## config.mk

```make
export PLATFORM = sky130hd
export DESIGN_NAME = hsa_div
export DESIGN_NICKNAME = d
export VERILOG_FILES = /design/src/rtl/hsa_div.sv
export SDC_FILE = /design/constraint.sdc
export NUM_CORES = 1
export LEC_CHECK = 0
export BUFFER_PORTS_ARGS = -buffer_cell sky130_fd_sc_hd__buf_4
export CAP_MARGIN = 20
export CORE_AREA = 3 3 220 222
export CTS_CLUSTER_DIAMETER = 150
export DETAILED_ROUTE_END_ITERATION = 8
export DIE_AREA = 0 0 223 225
export HOLD_SLACK_MARGIN = 0.02
export PLACE_DENSITY = 0.84
export SYNTH_ARGS = -nofsm -noshare
export SYNTH_HDL_FRONTEND = slang
export SYNTH_SLANG_ARGS = --single-unit
```

## constraint.sdc

```tcl
create_clock -name clk -period 2.7 [get_ports clk]
set_input_delay 0.405 -clock clk [delete_from_list [all_inputs] [get_ports clk]]
set_output_delay 0.405 -clock clk [all_outputs]
set_load 0.005 [all_outputs]
```

## src/rtl/hsa_div.sv

```systemverilog
module hsa_div #(
  parameter int DEN_W = 8,
  parameter int Q_W   = 17,
  parameter int SB_W  = 8
) (
  input  logic             clk,
  input  logic             rst_n,
  input  logic             en,
  input  logic             in_vld,
  input  logic [DEN_W-1:0] rem0,
  input  logic [Q_W-1:0]   lo,
  input  logic [DEN_W-1:0] den,
  input  logic [SB_W-1:0]  sb_in,
  output logic             out_vld,
  output logic [Q_W-1:0]   quo,
  output logic [SB_W-1:0]  sb_out
);

  // Restoring division, one quotient bit per stage. The starting remainder
  // must be below the divisor.
  logic             vld_r [Q_W];
  logic [DEN_W-1:0] rem_r [Q_W];
  logic [DEN_W-1:0] den_r [Q_W];
  logic [Q_W-1:0]   lo_r  [Q_W];
  logic [Q_W-1:0]   quo_r [Q_W];
  logic [SB_W-1:0]  sb_r  [Q_W];

  for (genvar i = 0; i < Q_W; i++) begin : g_st
    logic             src_vld;
    logic [DEN_W-1:0] src_rem, src_den;
    logic [Q_W-1:0]   src_lo, src_quo;
    logic [SB_W-1:0]  src_sb;
    logic [DEN_W:0]   trial;
    logic             ge;

    if (i == 0) begin : g_head
      assign src_vld = in_vld;
      assign src_rem = rem0;
      assign src_den = den;
      assign src_lo  = lo;
      assign src_quo = '0;
      assign src_sb  = sb_in;
    end else begin : g_link
      assign src_vld = vld_r[i-1];
      assign src_rem = rem_r[i-1];
      assign src_den = den_r[i-1];
      assign src_lo  = lo_r[i-1];
      assign src_quo = quo_r[i-1];
      assign src_sb  = sb_r[i-1];
    end

    assign trial = {src_rem, src_lo[Q_W-1]};
    assign ge    = (trial >= {1'b0, src_den});

    always_ff @(posedge clk) begin
      if (!rst_n) begin
        vld_r[i] <= 1'b0;
      end else if (en) begin
        vld_r[i] <= src_vld;
      end
    end

    always_ff @(posedge clk) begin
      if (en) begin
        rem_r[i] <= ge ? DEN_W'(trial - {1'b0, src_den}) : trial[DEN_W-1:0];
        den_r[i] <= src_den;
        lo_r[i]  <= {src_lo[Q_W-2:0], 1'b0};
        quo_r[i] <= {src_quo[Q_W-2:0], ge};
        sb_r[i]  <= src_sb;
      end
    end
  end

  assign out_vld = vld_r[Q_W-1];
  assign quo     = quo_r[Q_W-1];
  assign sb_out  = sb_r[Q_W-1];

endmodule

```

# After elaboration in Yosys (flattened, before gate mapping)
# Memory sizes are Yosys's and may differ from the RTL's.
# Index checks and enable logic that the tools add are counted.
# W data, S select, Z words.
[totals]
memories = 6
wordCells = 96
regBits = 0
ram_bits = 986
input_bits = 45
[memory_table]
columns = ["memory", "words", "word_bits", "read_ports", "rd_ports_with_merged_regs", "wr", "line", "source"]
rows = [
  ["quo_r", 17, 17, 17, 0, 17, "25", "logic [Q_W-1:0] quo_r [Q_W];"],
  ["lo_r", 17, 16, 16, 0, 17, "24", "logic [Q_W-1:0] lo_r [Q_W];"],
  ["den_r", 17, 8, 16, 0, 17, "23", "logic [DEN_W-1:0] den_r [Q_W];"],
  ["rem_r", 17, 8, 16, 0, 17, "22", "logic [DEN_W-1:0] rem_r [Q_W];"],
  ["sb_r", 17, 8, 17, 0, 17, "26", "logic [SB_W-1:0] sb_r [Q_W];"],
  ["vld_r", 17, 1, 17, 0, 17, "21", "logic vld_r [Q_W];"],
]
[classes]
n_mux = 39
n_addsub = 17
order_cmp = 17
bitwise = 17
[op_table]
columns = ["cell", "count"]
rows = [
  ["$ge A9 B8 Y1", 17],
  ["$mux W8", 17],
  ["$sub A8 B8 Y8", 17],
  ["$mux W1", 22],
  ["$or A1 B1 Y1", 17],
]

# Depth between registers and ports, before layout
[logic_depth]
word_depth = 4
mapped_depth = 8
depth_no_buf = 8

# Worst setup path after synthesis
# OpenSTA, ideal clock, no wires.
[synth_path]
kind = "register to register"
startpoint = "memory rem_r[8][2] (netlist: rem_r[0][66])"
endpoint = "memory rem_r[9][2] (netlist: rem_r[0][74]) (data pin)"
synth_period_minus_slack_ps = 2121
setup_ps = 260
path_slack_ps = 579
arrival_time_ps = 1861
n_path_buf = 0
stages_incl_launch_ff = 7
t_required_ps = 2440
path_cell_list = "edfxtp_1 -> ha_1 -> a21o_1 -> a21oi_2 -> o21ai_2 -> a41oi_4 -> mux2_2"
[synth_lines]
columns = ["item", "line"]
rows = [
  ["start: declaration", "22"],
]

==> run summary <==
status - finished, final reports clean
gr usage total - 0.172
count of input and output buffers - 70
r2r startpoint - rem_r[0][113]$_DFFE_PP_
Max transition margin - 0.521
detailed-route via count - 14700
Worst Hold Class - in -> reg
Final Hold Fails - 0
io pins - 71
starting density of the core - 0.618
Final HPWL DP - 27700 um
first-pass GRT wire length - 71000 um
Final Non-Filler Cells - 2629
cells after synthesis - 1790
Max FO, Critical Path - 16
Die W - 223 um
share of cells above drive strength 1 - 0.128
Fillers - 2933
Leak - 0.0124 uW
Post-synth top flop - edfxtp_1
Routed WL - 42600 um
post-synth cell types - 61
PD cells - 972 mW/mm2
Seq cells post-synth - 698
cts bufs inserted - 70
fmax - 417 MHz
H-tree depth - 3
Iteration-0 DRC Markers - 1125
clk slew on worst S/H paths - 0.06 ns
Worst Skew - 0.0242 ns
initial antenna violation count - 0
period utilization - 0.888
worst-margin pin slew - 0.718 ns
# clock sinks - 698
final setup violating endpoints - 0
Critical path origin - rem_r[0][113]$_DFFE_PP_
Setup TNS - 0 ns
Final min period - 2.40 ns
Int Pwr - 22800 uW
Compound-Gate Fraction of Synth Area - 0.0846
RSZ-0062 raised after global routing - false
syn_area_per_cell - 16.1 um2
largest net degree at the start of global routing - 109
CTS tree - built
Die Y - 225 um
Post-CTS Setup Bufs - 0
top cells by area, synth - edfxtp_1 73%, ha_1 5.9%, inv_1 2.4%
Crit path required time - 3.04 ns
Synth Area in Simple Gates - 0.0513
WS Path Type - reg -> reg
register area share after synthesis - 0.729
Post-synth EDFFs - 697
vias in the first global route - 15000
1st-pass router iterations - 5
Async SR Flop Fraction - 0
Crit path arrival time - 2.74 ns
Placer Congestion - 0.862
die area - 0.0502 mm2
setup ws final - 0.302 ns
dpl cells - 2471
Mapped Nets - 1987
grt ovf - 0
area of the multi-input gates - 0.00705 mm2
Routed Antenna Nets - 0
area fraction of the dominant cell type after synthesis - 0.728
Routed wire per std cell - 16.2 um
Vias/cell - 5.59
DRC viols - 0
combinational share of power - 0.249
Max clock buf depth - 3
clk root buf - clkbuf_16
top cell type by total area after synthesis - edfxtp_1
largest family of logic cells by synthesized area - compound AO/OA/AOI/OAI gates
sequential cell area - 0.0210 mm2
register share of total power - 0.465
Core Area - 0.0466 mm2
sw power - 8940 uW
Rows - 79
Synth-to-Final Area Change - 13.5%
largest vdd supply drop - 0.827 mV
CP Capture Type - register
Slew Viols, Final - 0
pre-CTS WS - 0.355 ns
Post-Synth XOR/XNOR Area - 0.0158
switching part of the total power - 0.282
# diodes - 0
clock power share - 0.287
worst skew pair latency - 0.61 ns
post-synthesis mux area share - 0.0230
Yosys warnings - 0
Nets - 2165
Hold Startpoint - rem0[1]
crit start category - register
Synth Area in Adders - 0.0703
mapped cell area - 0.0288 mm2
number of max-cap violations - 0
==> metal layers <==
layer | vias to the layer above | GRT usage | part of all wire
met5 | - | 0 | 0
met4 | 0 | 0.0738 | 0.030
met3 | 93 | 0.0320 | 0.040
met2 | 341 | 0.292 | 0.50
met1 | 7132 | 0.220 | 0.43
li1 | 7123 | - | -
==> state kept, by name (all words and copies together), names as in the netlist <==
register  flops
den_r       128
lo_r        136
quo_r       153
rem_r       128
sb_r        136
vld_r        17
==> path summary, 6_finish.rpt <==
kind | to | slack, ns | depth (start not counted)
hold / removal | rem_r[0][2]$_DFFE_PP_ | 0.11 | 3
setup reg to reg | rem_r[0][127]$_DFFE_PP_ | 0.30 | 6
hold reg to reg | lo_r[0][71]$_DFFE_PP_ | 0.41 | 0
setup / recovery | rem_r[0][127]$_DFFE_PP_ | 0.30 | 6
==> metrics by stage <==
stage	utilization	area, um2	hold WS, ns	power [uW]
global placement	0.648	30200	0.400	22100
CTS	0.701	32600	0.0706	31900
global route	0.701	32600	0.0891	33400
floorplan	-	28800	0.400	20700
finish	0.701	32600	0.106	31700
detailed placement	0.648	30200	0.405	22600
==> cell families (layout without fill, tap and decap cells) <==
logic type                 Yosys count  after routing
DFF                                698            698
AOI/OAI and AO/OA                  346            346
and+or+nand+nor                    286            286
buffers and inverters              195            427
adders and majority gates          152            152
muxes                               61             61
xor gates and xnor gates            52             52
==> power by group through the flow <==
stage	Combinational, uW	Clock [uW]	Sequential [uW]
CTS	7840	9350	14700
floorplan	6060	0	14700
global route	8770	9790	14900
finish	7900	9100	14700
global placement	7240	0	14900
detailed placement	7690	0	14900
==> placed cells by master, fill, tap and decap left out, drive strengths merged, types with 15 or more instances in the layout <==
master	Yosys	final
xor2	23	23
buf	9	86
o21a	25	25
o31ai	15	15
clkbuf	3	90
nand2	85	85
ha	136	136
and3	27	27
a211oi	17	17
edfxtp	697	697
nand2b	25	25
nand3	17	17
mux2	40	40
mux2i	21	21
nor2b	21	21
inv	183	188
a21o	27	27
clkinv	0	26
o21ai	111	111
xnor2	29	29
and2	15	15
nor2	42	42
dlygate4sd3	0	32
fa	16	16
a21oi	84	84
==> synthesized netlist by cell type (8+ instances only) <==
master / n
a21boi_0: 9
and2_1: 15
nand3_1: 17
nor2b_1: 21
fa_1: 16
xor2_1: 23
inv_1: 183
xnor2_1: 29
nand3b_1: 8
nand2_1: 85
a21o_1: 27
ha_1: 136
o21ai_0: 96
mux2i_1: 21
a21oi_1: 77
nor2_1: 42
o31ai_1: 15
and3_1: 27
nor3_1: 14
o21a_1: 25
mux2_2: 39
o21ai_1: 13
edfxtp_1: 697
nand2b_1: 25
a211oi_1: 17
a221oi_4: 8
==> critical path, cell delays in order, from the launching register on <==
cell and delay, ns:
edfxtp_1 0.41, ha_1 0.38, a21oi_1 0.19, o21ai_0 0.22, a221oi_4 0.60, inv_1 0.12, o22a_1 0.22
==> what timing repair did <==
| action | 4_1_cts | 5_1_grt |
|---|---|---|
| setup endpoints to repair | 0 | 0 |
| hold endpoints to repair | 32 | 0 |
| hold buffers | 32 | 0 |
| resized for setup | 0 | 0 |
==> layout make-up <==
class | instances | area share
sequential | 698 | 0.642
multi-input combinational | 897 | 0.216
clock buffer | 90 | 0.0566
timing repair buffer | 118 | 0.0317
tap | 607 | 0.0233
inverter | 183 | 0.0210
clock inverter | 36 | 0.00977
No activity file was read; power rests on OpenSTA's default activity.
