**src/rtl/hsa_pkg.sv**
```systemverilog
package hsa_pkg;

  // One incoming pixel, blue in the top byte.
  typedef struct packed {
    logic [7:0] blue_in;
    logic [7:0] green_in;
    logic [7:0] red_in;
  } pix_t;

  // One adjusted pixel.
  typedef struct packed {
    logic [7:0] blue_out;
    logic [7:0] green_out;
    logic [7:0] red_out;
  } res_t;

  // Per-pixel values that travel alongside the two dividers.
  typedef struct packed {
    pix_t        pix;
    logic [8:0]  sum;    // max + min
    logic        neg;    // percent below zero: pull towards the lightness
    logic [16:0] scale;  // Q16 increment, or Q16 factor (100 + p) / 100 when neg
    logic        grey;   // max equals min: pass through
  } side_t;

  localparam logic [16:0] Q16_ONE   = 17'h10000;
  localparam logic [21:0] RECIP_25  = 22'd2684355;  // ceil(2^26 / 25)
  localparam logic signed [7:0] PCT_MAX = 8'sd100;
  localparam logic signed [7:0] PCT_MIN = -8'sd100;

  // floor(u * 65536 / 100) for u in 0..100, exact through the reciprocal of 25.
  function automatic logic [16:0] pct_to_q16(input logic [6:0] u);
    logic [28:0] prod;
    prod = {22'b0, u} * {7'b0, RECIP_25};
    return prod[28:12];
  endfunction

endpackage

```
**src/rtl/hsa_back.sv**
```systemverilog
module hsa_back import hsa_pkg::*; (
  input  logic        clk,
  input  logic        rst_n,
  input  logic        en,
  input  logic        in_vld,
  input  logic [23:0] quo,
  input  side_t       side,
  output logic        out_vld_r,
  output res_t        out_r
);

  logic [23:0]        f, factor;
  logic [7:0]         ch [3];
  logic signed [10:0] diff [3];
  logic signed [35:0] prod_nxt [3];
  logic [24:0]        base_nxt [3];

  logic               vld_r;
  logic               grey_r;
  pix_t               pix_r;
  logic signed [35:0] prod_r [3];
  logic [24:0]        base_r [3];

  logic signed [36:0] w [3];
  logic [7:0]         res [3];

  // Multiply stage: (2c - sum) times the factor, both paths in one form.
  always_comb begin
    f      = quo - 24'h010000;
    factor = side.neg ? {7'b0, side.scale} : f;
    ch[0]  = side.pix.blue_in;
    ch[1]  = side.pix.green_in;
    ch[2]  = side.pix.red_in;
    for (int i = 0; i < 3; i++) begin
      diff[i]     = $signed({2'b0, ch[i], 1'b0}) - $signed({2'b0, side.sum});
      prod_nxt[i] = diff[i] * $signed({1'b0, factor});
      base_nxt[i] = side.neg ? {side.sum, 16'b0} : {ch[i], 17'b0};
    end
  end

  always_ff @(posedge clk) begin
    if (!rst_n) begin
      vld_r <= 1'b0;
    end else if (en) begin
      vld_r <= in_vld;
    end
  end

  always_ff @(posedge clk) begin
    if (en) begin
      grey_r <= side.grey;
      pix_r  <= side.pix;
      prod_r <= prod_nxt;
      base_r <= base_nxt;
    end
  end

  // Sum, truncate the seventeen fraction bits and saturate.
  always_comb begin
    for (int i = 0; i < 3; i++) begin
      w[i] = $signed({12'b0, base_r[i]}) + $signed({prod_r[i][35], prod_r[i]});
      priority if (w[i][36]) begin
        res[i] = 8'd0;
      end else if (w[i][35:25] != 11'd0) begin
        res[i] = 8'd255;
      end else begin
        res[i] = w[i][24:17];
      end
    end
  end

  always_ff @(posedge clk) begin
    if (!rst_n) begin
      out_vld_r <= 1'b0;
    end else if (en) begin
      out_vld_r <= vld_r;
    end
  end

  always_ff @(posedge clk) begin
    if (en) begin
      out_r.blue_out  <= grey_r ? pix_r.blue_in  : res[0];
      out_r.green_out <= grey_r ? pix_r.green_in : res[1];
      out_r.red_out   <= grey_r ? pix_r.red_in   : res[2];
    end
  end

endmodule

```
**config.mk**
```make
export PLATFORM = sky130hd
export DESIGN_NAME = hsa_back
export DESIGN_NICKNAME = d
export VERILOG_FILES = /design/src/rtl/hsa_pkg.sv /design/src/rtl/hsa_back.sv
export SDC_FILE = /design/constraint.sdc
export NUM_CORES = 2
export LEC_CHECK = 0
export ABC_CLOCK_PERIOD_IN_PS = 8000
export BUFFER_PORTS_ARGS = -buffer_cell sky130_fd_sc_hd__clkbuf_2
export CAP_MARGIN = 0
export CORE_ASPECT_RATIO = 1.75
export CORE_MARGIN = 5
export CORE_UTILIZATION = 45
export DETAILED_ROUTE_END_ITERATION = 8
export HOLD_SLACK_MARGIN = 0.1
export PLACE_DENSITY = 0.68
export SYNTH_ARGS = -nofsm -noshare
export SYNTH_HDL_FRONTEND = slang
export SYNTH_SLANG_ARGS = --single-unit
```
**constraint.sdc**
```tcl
create_clock -name clk -period 8 [get_ports clk]
set_input_delay 0.4 -clock clk [delete_from_list [all_inputs] [get_ports clk]]
set_output_delay 0.4 -clock clk [all_outputs]
set_load 0.05 [all_outputs]
```
-- Word level (Yosys, flattened, before mapping)
Index checks and enable logic that the tools add are counted.
- flip-flop bits (word level): 229
- input bits: 80
- output and inout bits: 25
- word-level logic and storage cells: 42
- add/subtract/negate cells: 7
- multiply operators: 3
- multiplexer cells: 13
- reductions and logical operators: 3
- operator list (cell ; count):
    26-bit by 35-bit adder with 36-bit output ; 3
    10-bit by 25-bit multiplier with 35-bit output ; 3
    25-bit 2-to-1 mux ; 3
    8-bit 2-to-1 mux ; 9
    11-bit nonzero test ; 3
    9-bit by 9-bit subtractor with 10-bit output ; 3
    24-bit 2-to-1 mux ; 1
    24-bit by 17-bit subtractor with 24-bit output, second input constant ; 1

-- Depth between registers and ports, before layout
- depth in word-level cells: 5
- gate-level depth with buffers: 32
- gate-level depth less buffers: 30

-- Least setup slack after synthesis
No wires, ideal clock.
- path type: input -> register
- start point: in side[19] (netlist name)
- end point: reg, netlist name prod_r[34]
- arrival time: 7097 ps
- required time: 7740 ps
- setup slack: 643 ps
- stages on the path: 30
- path buffers: 2
- path through: inv_1 -> clkbuf_1 -> fa_1 -> nand2_1 -> nand2_1 -> a21oi_1 -> o21bai_1 -> a21oi_1 -> o21bai_1 -> a21oi_1 -> xor2_1 -> buf_2 -> nor2_1 -> fa_1 -> fa_1 -> fa_1 -> inv_1 -> fa_1 -> fa_1 -> inv_1 -> ha_1 -> a211o_1 -> o21a_1 -> o21ai_0 -> nor3_1 -> o21ai_0 -> a21oi_1 -> a2111o_1 -> a21oi_1 -> xnor2_1
- RTL lines (item ; line ; text):
    from (decl) ; hsa_back.sv:7 ; input side_t side,

==> flow_metrics.env <==
export IMPL_synth_edff_count=131
export IMPL_register_bit_total_from_synthesis=133
export IMPL_worst_path_max_delay_cell="sky130_fd_sc_hd__fa_1"
export IMPL_maximum_number_of_pins_on_one_net_before_global_route_repair=82
export IMPL_detail_route_wirelength_um=89300
export IMPL_netlist_top_cell_by_area="sky130_fd_sc_hd__fa_1"
export IMPL_tritoncts_num_buffers=17
export IMPL_fmax_mhz=131
export IMPL_hold_viol=0
export IMPL_grt_busiest_layer="met2"
export IMPL_drv_slew=0
export IMPL_globalRouteMet1Util=0.274
export IMPL_cts_tree="done"
export IMPL_chipHeight_um=350
export IMPL_cp_top_family="adder cells"
export IMPL_rsz0062_at_grt="false"
export IMPL_tritoncts_num_sinks=133
export IMPL_final_min_period_over_clock_period=0.954
export IMPL_synth_async_reset_ratio=0
export IMPL_place_detailed_hpwl_um=73700
export IMPL_netlist_cell_type_count=82
export IMPL_cts_htree_levels=4
export IMPL_number_of_antenna_violations_at_the_first_check_in_global_routing=2
export IMPL_first_global_vias=25055
export IMPL_final_core_utilization=0.495
export IMPL_viasPerCell=5.56
export IMPL_slew_margin_rel=0.205
export IMPL_postSynthCellCount=3267
export IMPL_cap_viol_max_count=0
export IMPL_drive_above_1_share=0.0870
export IMPL_die_area_sq_mm=0.0714
export IMPL_run_status="finished clean"
export IMPL_timing_critical_path_arrival_ps=7850
export IMPL_use_met2=0.438
export IMPL_timing_critical_path_mode_cell="sky130_fd_sc_hd__fa_1"
export IMPL_path_class="in2reg"
export IMPL_grt_pass1_wl_um=139000
export IMPL_number_of_buffer_and_inverter_stages_on_the_critical_path=5
export IMPL_wl_per_cell_um=20.9
export IMPL_detailedPlace_worstSlack_ps=-7.54
export IMPL_layout_cell_area_non_filler_sq_mm=0.0323
export IMPL_clk_pin_slew_worst_paths_ps=60
export IMPL_critical_path_max_fanout=16
export IMPL_synth_net_count=4195
export IMPL_worst_skew_pair_late_latency_ps=460
export IMPL_yosys_area_top_type_share=0.356
export IMPL_critPathLaunchType="input port"
export IMPL_routabilityCongestion=0.993
export IMPL_postCtsSetupRepairBufs=0
export IMPL_detailed_place_area_sq_mm=0.0317
export IMPL_yosys_warnings=0
export IMPL_overflow=0
export IMPL_post_syn_area_sq_mm=0.0297
export IMPL_post_route_drc_count=0
export IMPL_die_w_um=204
export IMPL_area_growth_pct=8.92
export IMPL_timing_worst_slew_pin_value_ps=1180
export IMPL_floorplan_core_area_sq_mm=0.0653
export IMPL_top_level_ports=105
export IMPL_synth_area_top_cells="sky130_fd_sc_hd__fa_1, sky130_fd_sc_hd__ha_1, sky130_fd_sc_hd__edfxtp_1"
export IMPL_ys_dominant_reg_cell="sky130_fd_sc_hd__edfxtp_1"
export IMPL_initial_utilization=0.454
export IMPL_dr_pass1_iters=8
export IMPL_post_layout_min_period_ps=7630
export IMPL_synth_avg_cell_area_sq_um=9.08
export IMPL_post_route_worst_setup_slack_ps=369
export IMPL_number_of_vias_in_the_routed_layout=23752
export IMPL_worst_hold_path_type="in2reg"
export IMPL_drt_initial_drc_count=1475
export IMPL_groute_usage_overall=0.256
export IMPL_fin_nets=4305
export IMPL_critPathMaxStageDelay_ps=530
export IMPL_clk_path_buf_depth=2
export IMPL_yosysSeqAreaShare=0.134
export IMPL_cts_root_buf="sky130_fd_sc_hd__clkbuf_16"
export IMPL_drtAntennaViolNets=0
export IMPL_core_rowCount=124
export IMPL_worst_clock_skew_ps=8.26
export IMPL_use_met3=0.0362
export IMPL_buffer_ports_inserted=104
export IMPL_timing_reg2reg_setup_slack_ps=4370
export IMPL_worst_ep_required_time_ps=8220
export IMPL_report_final_setup_viol=0
export IMPL_worstSetupEndpointType="flop"
[synthesized netlist by cell type, types with 29 or more instances]
cell / count
sky130_fd_sc_hd__a21oi_1: 87
sky130_fd_sc_hd__edfxtp_1: 131
sky130_fd_sc_hd__inv_1: 694
sky130_fd_sc_hd__fa_1: 528
sky130_fd_sc_hd__xnor2_1: 75
sky130_fd_sc_hd__nor3_1: 65
sky130_fd_sc_hd__nand2b_1: 42
sky130_fd_sc_hd__clkbuf_1: 92
sky130_fd_sc_hd__a21o_1: 48
sky130_fd_sc_hd__xor2_1: 33
sky130_fd_sc_hd__ha_1: 320
sky130_fd_sc_hd__nand3_1: 29
sky130_fd_sc_hd__or3_1: 30
sky130_fd_sc_hd__nand2_1: 425
sky130_fd_sc_hd__o21ai_0: 59
sky130_fd_sc_hd__nor2_1: 283
[final timing paths]
check	cells after the start	startpoint	end
max	30	side[21]	prod_r[70]
min	2	rst_n	out_vld_r
max reg2reg	11	base_r[16]	out_r[23]
min reg2reg	2	out_vld_r	out_vld_r
[state kept, by name (all words and copies together) (netlist names)]
signal     cells
base_r        25
grey_r         1
out_vld_r      1
out_r         24
pix_r         24
prod_r        57
vld_r          1
[repair_timing]
action | 4_1_cts | 5_1_grt
resized for setup | 0 | 1
setup endpoints to repair | 0 | 3
hold buffers | 1 | 0
endpoints found under the hold margin | 1 | 0
[through the flow]
stage / setup TNS, ps / hold WS (ps) / std cells
after global placement: 0 / 504 / 4239
after detailed placement: -7.54 / 521 / 4239
after floorplan: 0 / 482 / 3267
after CTS: 0 / 136 / 4272
final: 0 / 159 / 4273
after global routing: 0 / 153 / 4272
[cells in the final DEF, fill, tap and decap left out, drive strengths merged, types with 18 or more instances in the layout]
cell type / n
a21o: 49
a21oi: 92
and2: 23
buf: 100
clkbuf: 121
edfxtp: 131
fa: 528
ha: 320
inv: 699
mux2: 18
mux2i: 22
nand2: 425
nand2b: 42
nand3: 29
nor2: 283
nor2b: 21
nor3: 67
o21ai: 75
or3: 30
xnor2: 77
xor2: 33
[area by class of cell]
class	instances	area [sq um]
Fill cell	6107	33000
Clock inverter	13	196
Inverter	695	2610
Antenna cell	1	2.50
Tap cell	882	1100
Sequential cell	133	3970
Multi-Input combinational cell	2327	22700
Timing Repair Buffer	203	1300
Clock buffer	19	443
[per-layer routing]
layer	routed length [um]	up-vias	share of wire
met5	13	-	0.00015
met4	10100	2	0.11
met3	6160	409	0.069
met2	43800	1079	0.49
met1	29200	11798	0.33
li1	-	10464	-
[cells by family (layout without fill, tap and decap cells)]
| family | after synthesis | after routing | share of synthesized area |
|---|---|---|---|
| xor gates and xnor gates | 110 | 110 | 0.0330 |
| AOI/OAI and AO/OA | 356 | 356 | 0.0824 |
| muxes | 40 | 40 | 0.0143 |
| and+or+nand+nor | 973 | 973 | 0.143 |
| other | 0 | 1 | 0 |
| adders and majority gates | 848 | 848 | 0.491 |
| buffers and inverters | 807 | 930 | 0.102 |
| DFF | 133 | 133 | 0.134 |
Power is not shown: default switching activity piles up to over one toggle a cycle in this logic, so the estimate is an artifact.
