### src/rtl/hsa_pkg.sv
package hsa_pkg;

  // One incoming pixel, blue in the top byte.
  typedef struct packed {
    logic [7:0] blue_in;
    logic [7:0] green_in;
    logic [7:0] red_in;
  } pix_t;

  // One adjusted pixel.
  typedef struct packed {
    logic [7:0] blue_out;
    logic [7:0] green_out;
    logic [7:0] red_out;
  } res_t;

  // Per-pixel values that travel alongside the two dividers.
  typedef struct packed {
    pix_t        pix;
    logic [8:0]  sum;    // max + min
    logic        neg;    // percent below zero: pull towards the lightness
    logic [16:0] scale;  // Q16 increment, or Q16 factor (100 + p) / 100 when neg
    logic        grey;   // max equals min: pass through
  } side_t;

  localparam logic [16:0] Q16_ONE   = 17'h10000;
  localparam logic [21:0] RECIP_25  = 22'd2684355;  // ceil(2^26 / 25)
  localparam logic signed [7:0] PCT_MAX = 8'sd100;
  localparam logic signed [7:0] PCT_MIN = -8'sd100;

  // floor(u * 65536 / 100) for u in 0..100, exact through the reciprocal of 25.
  function automatic logic [16:0] pct_to_q16(input logic [6:0] u);
    logic [28:0] prod;
    prod = {22'b0, u} * {7'b0, RECIP_25};
    return prod[28:12];
  endfunction

endpackage

### src/rtl/hsa_front.sv
module hsa_front import hsa_pkg::*; (
  input  logic              clk,
  input  logic              rst_n,
  input  logic              en,
  input  logic              in_vld,
  input  pix_t              in_pix,
  input  logic signed [7:0] sat_pct,
  output logic              vld_r,
  output side_t             side_r,
  output logic [7:0]        rem0_r,
  output logic [16:0]       lo_r,
  output logic [7:0]        den_r
);

  logic [7:0]        mx, mn, d;
  logic [8:0]        sum, den9;
  logic              grey;
  logic signed [7:0] pc, pu;
  logic              neg;
  side_t             side_nxt;

  always_comb begin
    mx = in_pix.blue_in;
    mn = in_pix.blue_in;
    if (in_pix.green_in > mx) mx = in_pix.green_in;
    if (in_pix.green_in < mn) mn = in_pix.green_in;
    if (in_pix.red_in > mx) mx = in_pix.red_in;
    if (in_pix.red_in < mn) mn = in_pix.red_in;
    d    = mx - mn;
    sum  = {1'b0, mx} + {1'b0, mn};
    grey = (d == 8'd0);
    den9 = (sum < 9'd255) ? sum : 9'd510 - sum;

    priority if (sat_pct > PCT_MAX) begin
      pc = PCT_MAX;
    end else if (sat_pct < PCT_MIN) begin
      pc = PCT_MIN;
    end else begin
      pc = sat_pct;
    end
    neg = pc[7];
    pu  = neg ? pc + PCT_MAX : pc;

    side_nxt.pix   = in_pix;
    side_nxt.sum   = sum;
    side_nxt.neg   = neg;
    side_nxt.scale = pct_to_q16(pu[6:0]);
    side_nxt.grey  = grey;
  end

  always_ff @(posedge clk) begin
    if (!rst_n) begin
      vld_r <= 1'b0;
    end else if (en) begin
      vld_r <= in_vld;
    end
  end

  // The quotient d * 2^16 / den is below 2^17, so the divider starts with d >> 1.
  always_ff @(posedge clk) begin
    if (en) begin
      side_r <= side_nxt;
      rem0_r <= {1'b0, d[7:1]};
      lo_r   <= {d[0], 16'b0};
      den_r  <= grey ? 8'd1 : den9[7:0];
    end
  end

endmodule

### config.mk
export PLATFORM = sky130hd
export DESIGN_NAME = hsa_front
export DESIGN_NICKNAME = d
export VERILOG_FILES = /design/src/rtl/hsa_pkg.sv /design/src/rtl/hsa_front.sv
export SDC_FILE = /design/constraint.sdc
export NUM_CORES = 1
export LEC_CHECK = 0
export BUFFER_PORTS_ARGS = -buffer_cell sky130_fd_sc_hd__clkbuf_2
export CAP_MARGIN = 30
export CORE_ASPECT_RATIO = 1.1
export CORE_MARGIN = 8
export CORE_UTILIZATION = 35
export CTS_BUF_LIST = sky130_fd_sc_hd__clkbuf_4 sky130_fd_sc_hd__clkbuf_8
export CTS_CLUSTER_DIAMETER = 60
export DETAILED_ROUTE_END_ITERATION = 6
export GPL_TIMING_DRIVEN = 0
export PLACE_DENSITY = 0.54
export RECOVER_POWER = 50
export SYNTH_ARGS = -nofsm -noshare
export SYNTH_HDL_FRONTEND = slang
export SYNTH_SLANG_ARGS = --single-unit
### constraint.sdc
create_clock -name clk -period 6.4 [get_ports clk]
set_input_delay 0.64 -clock clk [delete_from_list [all_inputs] [get_ports clk]]
set_output_delay 0.64 -clock clk [all_outputs]
set_load 0.01 [all_outputs]
# --- Yosys cells after proc, flatten, opt, wreduce, memory -nomap -nowiden ---
# Cells that the tools add are included.
totals:
  output_inout_bits: 86
  ff_bits: 69
  inputBits: 36
  wordCells: 32
classes:
  add_sub_neg: 4
  muxes: 8
  reduce_logical: 1
  mul: 1
  n_lt_le_gt_ge: 7
ops:
  columns: ["cell", "count"]
  rows:
  - ["8-bit 2-to-1 mux", 7]
  - ["7-bit by 22-bit multiplier with 29-bit output, second input constant", 1]
  - ["8-bit greater-than comparator", 2]
  - ["8-bit < comparator", 2]
  - ["8-bit by 8-bit adder with 9-bit output", 1]
  - ["9-bit by 8-bit < comparator with 1-bit output, second input constant", 1]
  - ["8-bit greater-than comparator, second input constant", 1]
  - ["8-bit zero test", 1]
  - ["8-bit < comparator, second input constant", 1]
  - ["8-bit subtractor", 1]
  - ["8-bit subtractor, first input constant", 1]
  - ["7-bit by 6-bit adder with 7-bit output, second input constant", 1]
  - ["7-bit 2-to-1 mux", 1]

# --- Longest topological paths before layout ---
logic_depth:
  word_depth: 7
  ltp_mapped: 31
  mapped_depth_nobuf: 29

# --- Worst setup path before layout ---
# Ideal clock, no wire load.
synth_timing:
  path_kind: "input to register"
  start: "in sat_pct[3]"
  end: "reg side_r[16] (netlist bit) (data pin)"
  n_path_buf: 2
  arrival_ps: 6514
  cell_stages: 27
  setup_ps: 261
  setup_slack_ps: -374
  t_required_ps: 6139
  path_cell_list: "nand3_1 > a21o_1 > ha_1 > clkbuf_1 > nor3_1 > inv_1 > ha_1 > nand2b_1 > o21ai_0 > inv_1 > fa_1 > fa_1 > inv_1 > fa_1 > inv_1 > fa_1 > inv_1 > ha_1 > buf_4 > nand3_1 > a21oi_1 > or3_1 > a41o_2 > a211oi_4 > o31ai_1 > o21ai_0 > a21oi_1"
synth_lines:
  columns: ["item", "line_no", "rtl"]
  rows:
  - ["start: declaration", "hsa_front.sv:7", "input logic signed [7:0] sat_pct,"]
  - ["end signal: assignment", "hsa_front.sv:62", "side_r <= side_nxt;"]
  - ["end: declaration", "hsa_front.sv:9", "output side_t side_r,"]

==> results.md <==
Setup path:
- The category of the worst setup path capture point is a register.
- STA classifies the critical path startpoint as an input pin.
- The number of cell instances on the worst register-to-register path is 2.
- Data on the critical path is required at its endpoint by 6.48 ns.
- The peak fanout along the critical path is 6.
- The setup slack on the worst flop-to-flop path is 5.73 ns.
- The launch point of the worst path is sat_pct[6].
- STA puts the critical path data arrival time at 6.35 ns.
- The destination of the worst register-to-register timing path is vld_r.
- The most critical setup path has its endpoint at side_r[17].
- The worst register-to-register path begins at vld_r.
- By startpoint and endpoint, the worst setup path is classified as in -> reg.

Clock tree:
- After clock tree synthesis, the clock-pin slew on the worst setup and hold paths is 0.07 ns.
- The maximum clock path buffer count is 2.
- After clock tree synthesis, the flow added hold-fix buffers numbering 0.
- The clock net in this run drives a total of 68 sinks.
- The clock root buffer is sky130_fd_sc_hd__clkbuf_8.
- The number of clock buffers added by TritonCTS is 9.
- The number of H-tree levels is 3.
- The clock latency on the worst-skew pair is 0.34 ns.
- TritonCTS built the clock tree.

Power and ir drop:
- In this run the power density over the cells is 481.1 mW/mm^2.
- Cell internal power was estimated by the tool at 2.210 mW.
- The total net switching power is 1.667 mW.
- Of the total power, the clock network draws 0.097.
- The sequential cell fraction of total power is 0.202.
- Of the total power, the share spent switching nets is 0.4299.
- The static power due to leakage is 3.855 nW.
- Of the total power, combinational logic draws 0.701.
- VDD sags by at most 0.1736 mV.

Logic synthesis:
- The number of synthesized flops with an enable pin is 67.
- Counting flops with an async set or reset pin after synthesis yields a share of 0.
- In this run, synthesis produced a sequential element count of 68.
- The average instance in the mapped netlist occupies 10.49 um^2.
- The number of warning messages in the yosys log is 0.
- The area of the mapped netlist is 0.006590 mm^2.
- The cell accounting for the most synthesized area is sky130_fd_sc_hd__edfxtp_1.
- The unique cell type count in the Yosys netlist is 65.
- The share of synthesized area in the top cell type comes to 0.3053.
- Among all flip-flop cells after synthesis, the most frequent one is sky130_fd_sc_hd__edfxtp_1.
- For this run, the register share of the synthesized area comes to 0.3083.
- After synthesis, the cell types taking the most area are sky130_fd_sc_hd__edfxtp_1 (31%), sky130_fd_sc_hd__ha_1 (21%), sky130_fd_sc_hd__fa_1 (8.5%).
- The gate count of the mapped netlist is 628.

Floorplanning:
- Measured along the x axis, the die boundary spans 146.8 um.
- The die outline area is 0.02348 mm^2.
- The starting utilization of the core area is 0.3579.
- The total area inside the core boundary comes to 0.01841 mm^2.
- The vertical die dimension is 159.9 um.
- The top-level port count is 122.
- The cell row count is 52.

Routing:
- In this run, the number of DRC markers left after iteration 0 of detailed routing was 109.
- The first TritonRoute pass finished after 5 iterations.
- The aggregate routed wire length is 14,970 um.
- The number of vias per cell after detailed routing is 4.781.
- For this run, design rule violations remaining after detail routing come to 0.
- The via count is 4,881.
- The count of nets left with antenna violations once routing finished came out at 0.
- The average wire per cell in the routed design is 14.66 um.

STA:
- For this run, the top clock speed supported by timing is 159.3 MHz.
- The total count of hold-check failures in the final report is 0.
- Dividing the final minimum period by the clock period gives 0.9807.
- Setup violations remaining at the end of the flow were counted as 0.
- After layout, the minimum clock period comes to 6.276 ns.
- The final hold slack is 0.5205 ns.
- The number of max-slew violations in the final report is 69.
- For the pin with the worst max-slew slack, the measured transition is 3.559 ns.
- The setup skew after layout is 0 ns.
- The worst slew margin relative to its limit is -1.373.
- The final worst slack is 0.1236 ns.

Job:
- Across the run, the number of max-cap violations was 1.

Outcome:
- The run finished, with violations left.
- The checks that failed: max-capacitance violations, max-slew violations.

Cells and area:
- The ratio of cells with drive above 1 in the final layout is 0.2558.
- The total number of nets in the final design is 949.
- The count of filler cells inserted in the layout is 1,800.
- The synthesis-to-layout area growth is 22.29%.
- The design area is 0.008059 mm^2.
- The commonest non-fill, non-tap cell in the layout is sky130_fd_sc_hd__ha_1.
- The number of antenna repair diodes is 0.
- Leaving out fill and tap cells, the most frequent cells in the layout are sky130_fd_sc_hd__ha_1 (104), sky130_fd_sc_hd__inv_1 (88), sky130_fd_sc_hd__edfxtp_1 (67), sky130_fd_sc_hd__clkbuf_2 (65), sky130_fd_sc_hd__buf_4 (37).

Global routing:
- The total overflow left after global routing is 0.
- The largest net degree at the start of global routing is 69.
- The first-pass GRT wire length is 24,550 um.
- The number of antenna violations at the first check in global routing is 0.
- The global-route usage over all layers is 0.1250.
- The via count of the first global-routing pass is 5,177.

Place:
- The weighted congestion at the end of routability-driven global placement is 0.8644.
- Summing all placed instances gives a cell area of 0.007500 mm^2.
- The worst setup slack before clock tree synthesis is -0.8573 ns.
- Detailed placement finished with a half-perimeter wire length of 12,340 um.
- Port buffering added 104 buffers.

Worst hold path:
- The path category of the worst min-delay check is in -> reg.
==> what timing repair did <==
action                                  4_1_cts  5_1_grt
buffers inserted                              5       10
endpoints found under the setup margin       13       13
pin swaps                                     6       28
cloned                                        0        0
resized for setup                            15       60
==> sequential cells by signal, summed over array words and instances (netlist names) <==
signal  count
side_r     52
rem0_r      7
den_r       8
vld_r       1
==> Yosys cell counts, drive strengths merged, types with 3 or more instances <==
cell / number
clkbuf: 3
nand2: 11
a21boi: 3
xnor2: 17
a21oi: 32
nand2b: 6
o21a: 8
xor2: 3
a31oi: 3
mux2: 10
and3: 4
nand4: 8
o21ai: 23
nor3b: 3
a21o: 13
inv: 97
nor2: 35
nor2b: 7
fa: 28
nor4: 4
a211oi: 7
mux2i: 31
o31a: 3
buf: 23
or2: 7
or3: 5
and2: 3
o21bai: 4
edfxtp: 67
a211o: 3
nand3: 16
ha: 112
nor3: 13
==> worst min path at each step <==
| stage | start | endpoint | slack [ns] | cells past startpoint |
|---|---|---|---|---|
| after floorplan | vld_r | vld_r | 0.54 | 2 |
| after detailed placement | vld_r | vld_r | 0.53 | 2 |
| final | rst_n | vld_r | 0.52 | 2 |
| after global routing | rst_n | vld_r | 0.54 | 2 |
| after global placement | vld_r | vld_r | 0.50 | 2 |
| after CTS | in_pix[21] | side_r[49] | 0.50 | 1 |
==> kinds of logic (layout without fill, tap and decap cells) <==
group                    count (synthesis)  count (layout)  share of synthesized area
XOR/XNOR                                20              20                    0.02658
AND/OR/NAND/NOR                        124             124                     0.1001
buffers and inverters                  123             257                    0.08335
other                                    1              17                  0.0005690
adder cells (fa/ha/maj)                140             140                     0.2977
AO/OA/AOI/OAI                          111             111                     0.1187
flip-flops                              68              68                     0.3083
multiplexers                            41              41                    0.06474
==> power by group through the flow <==
stage | clock, mW | combinational, mW | sequential, mW
3_5_place_dp | 0 | 2.43 | 0.796
3_3_place_gp | 0 | 2.38 | 0.795
5_1_grt | 0.399 | 3.05 | 0.799
4_1_cts | 0.387 | 2.48 | 0.786
2_1_floorplan | 0 | 1.75 | 0.867
6_report | 0.374 | 2.72 | 0.783
==> through the flow <==
stage,TNS [ns],util,total power [mW],instances
3_5_place_dp,-9.606,0.4073,3.229,992
6_report,0,0.4377,3.877,1021
4_1_cts,0,0.4238,3.655,1012
2_1_floorplan,0,-,2.618,644
3_3_place_gp,-8.259,0.4068,3.171,991
5_1_grt,-0.05321,0.4377,4.250,1021
==> critical path, cell delays in order <==
cell and delay (ns):
sky130_fd_sc_hd__buf_4 0.11, sky130_fd_sc_hd__nor2_4 0.03, sky130_fd_sc_hd__a21o_1 0.20, sky130_fd_sc_hd__ha_4 0.27
sky130_fd_sc_hd__nor3_4 0.24, sky130_fd_sc_hd__inv_2 0.07, sky130_fd_sc_hd__ha_4 0.17, sky130_fd_sc_hd__a211oi_2 0.25
sky130_fd_sc_hd__nor3b_2 0.08, sky130_fd_sc_hd__or3_4 0.44, sky130_fd_sc_hd__inv_4 0.08, sky130_fd_sc_hd__fa_2 0.46
sky130_fd_sc_hd__fa_1 0.51, sky130_fd_sc_hd__fa_2 0.55, sky130_fd_sc_hd__fa_2 0.46, sky130_fd_sc_hd__ha_4 0.29
sky130_fd_sc_hd__o21a_1 0.12, sky130_fd_sc_hd__or3b_4 0.42, sky130_fd_sc_hd__nor2_2 0.10, sky130_fd_sc_hd__a41o_2 0.15
sky130_fd_sc_hd__a211oi_4 0.07, sky130_fd_sc_hd__or3_4 0.42, sky130_fd_sc_hd__nand3_1 0.10, sky130_fd_sc_hd__o311ai_2 0.11
==> layout make-up <==
cell class / count / area (um^2) / area share
buffer: 24 / 187.7 / 0.02329
clock buffer: 9 / 123.9 / 0.01537
clock inverter: 7 / 81.33 / 0.01009
inverter: 97 / 366.6 / 0.04549
multi-input combinational: 453 / 4334 / 0.5378
sequential: 68 / 2032 / 0.2521
tap: 243 / 304.0 / 0.03773
timing repair buffer: 120 / 629.4 / 0.07809
==> per-layer routing <==
metal  up-vias  track usage  share of wire  wire, um
met1      2289       0.1265           0.39      5859
met4         0      0.03516          0.020       293
li1       2475            -              -         -
met3        24      0.02544          0.039       583
met5         -            0              0         0
met2        93       0.2493           0.55      8234
(Power assumes the default switching activity.)
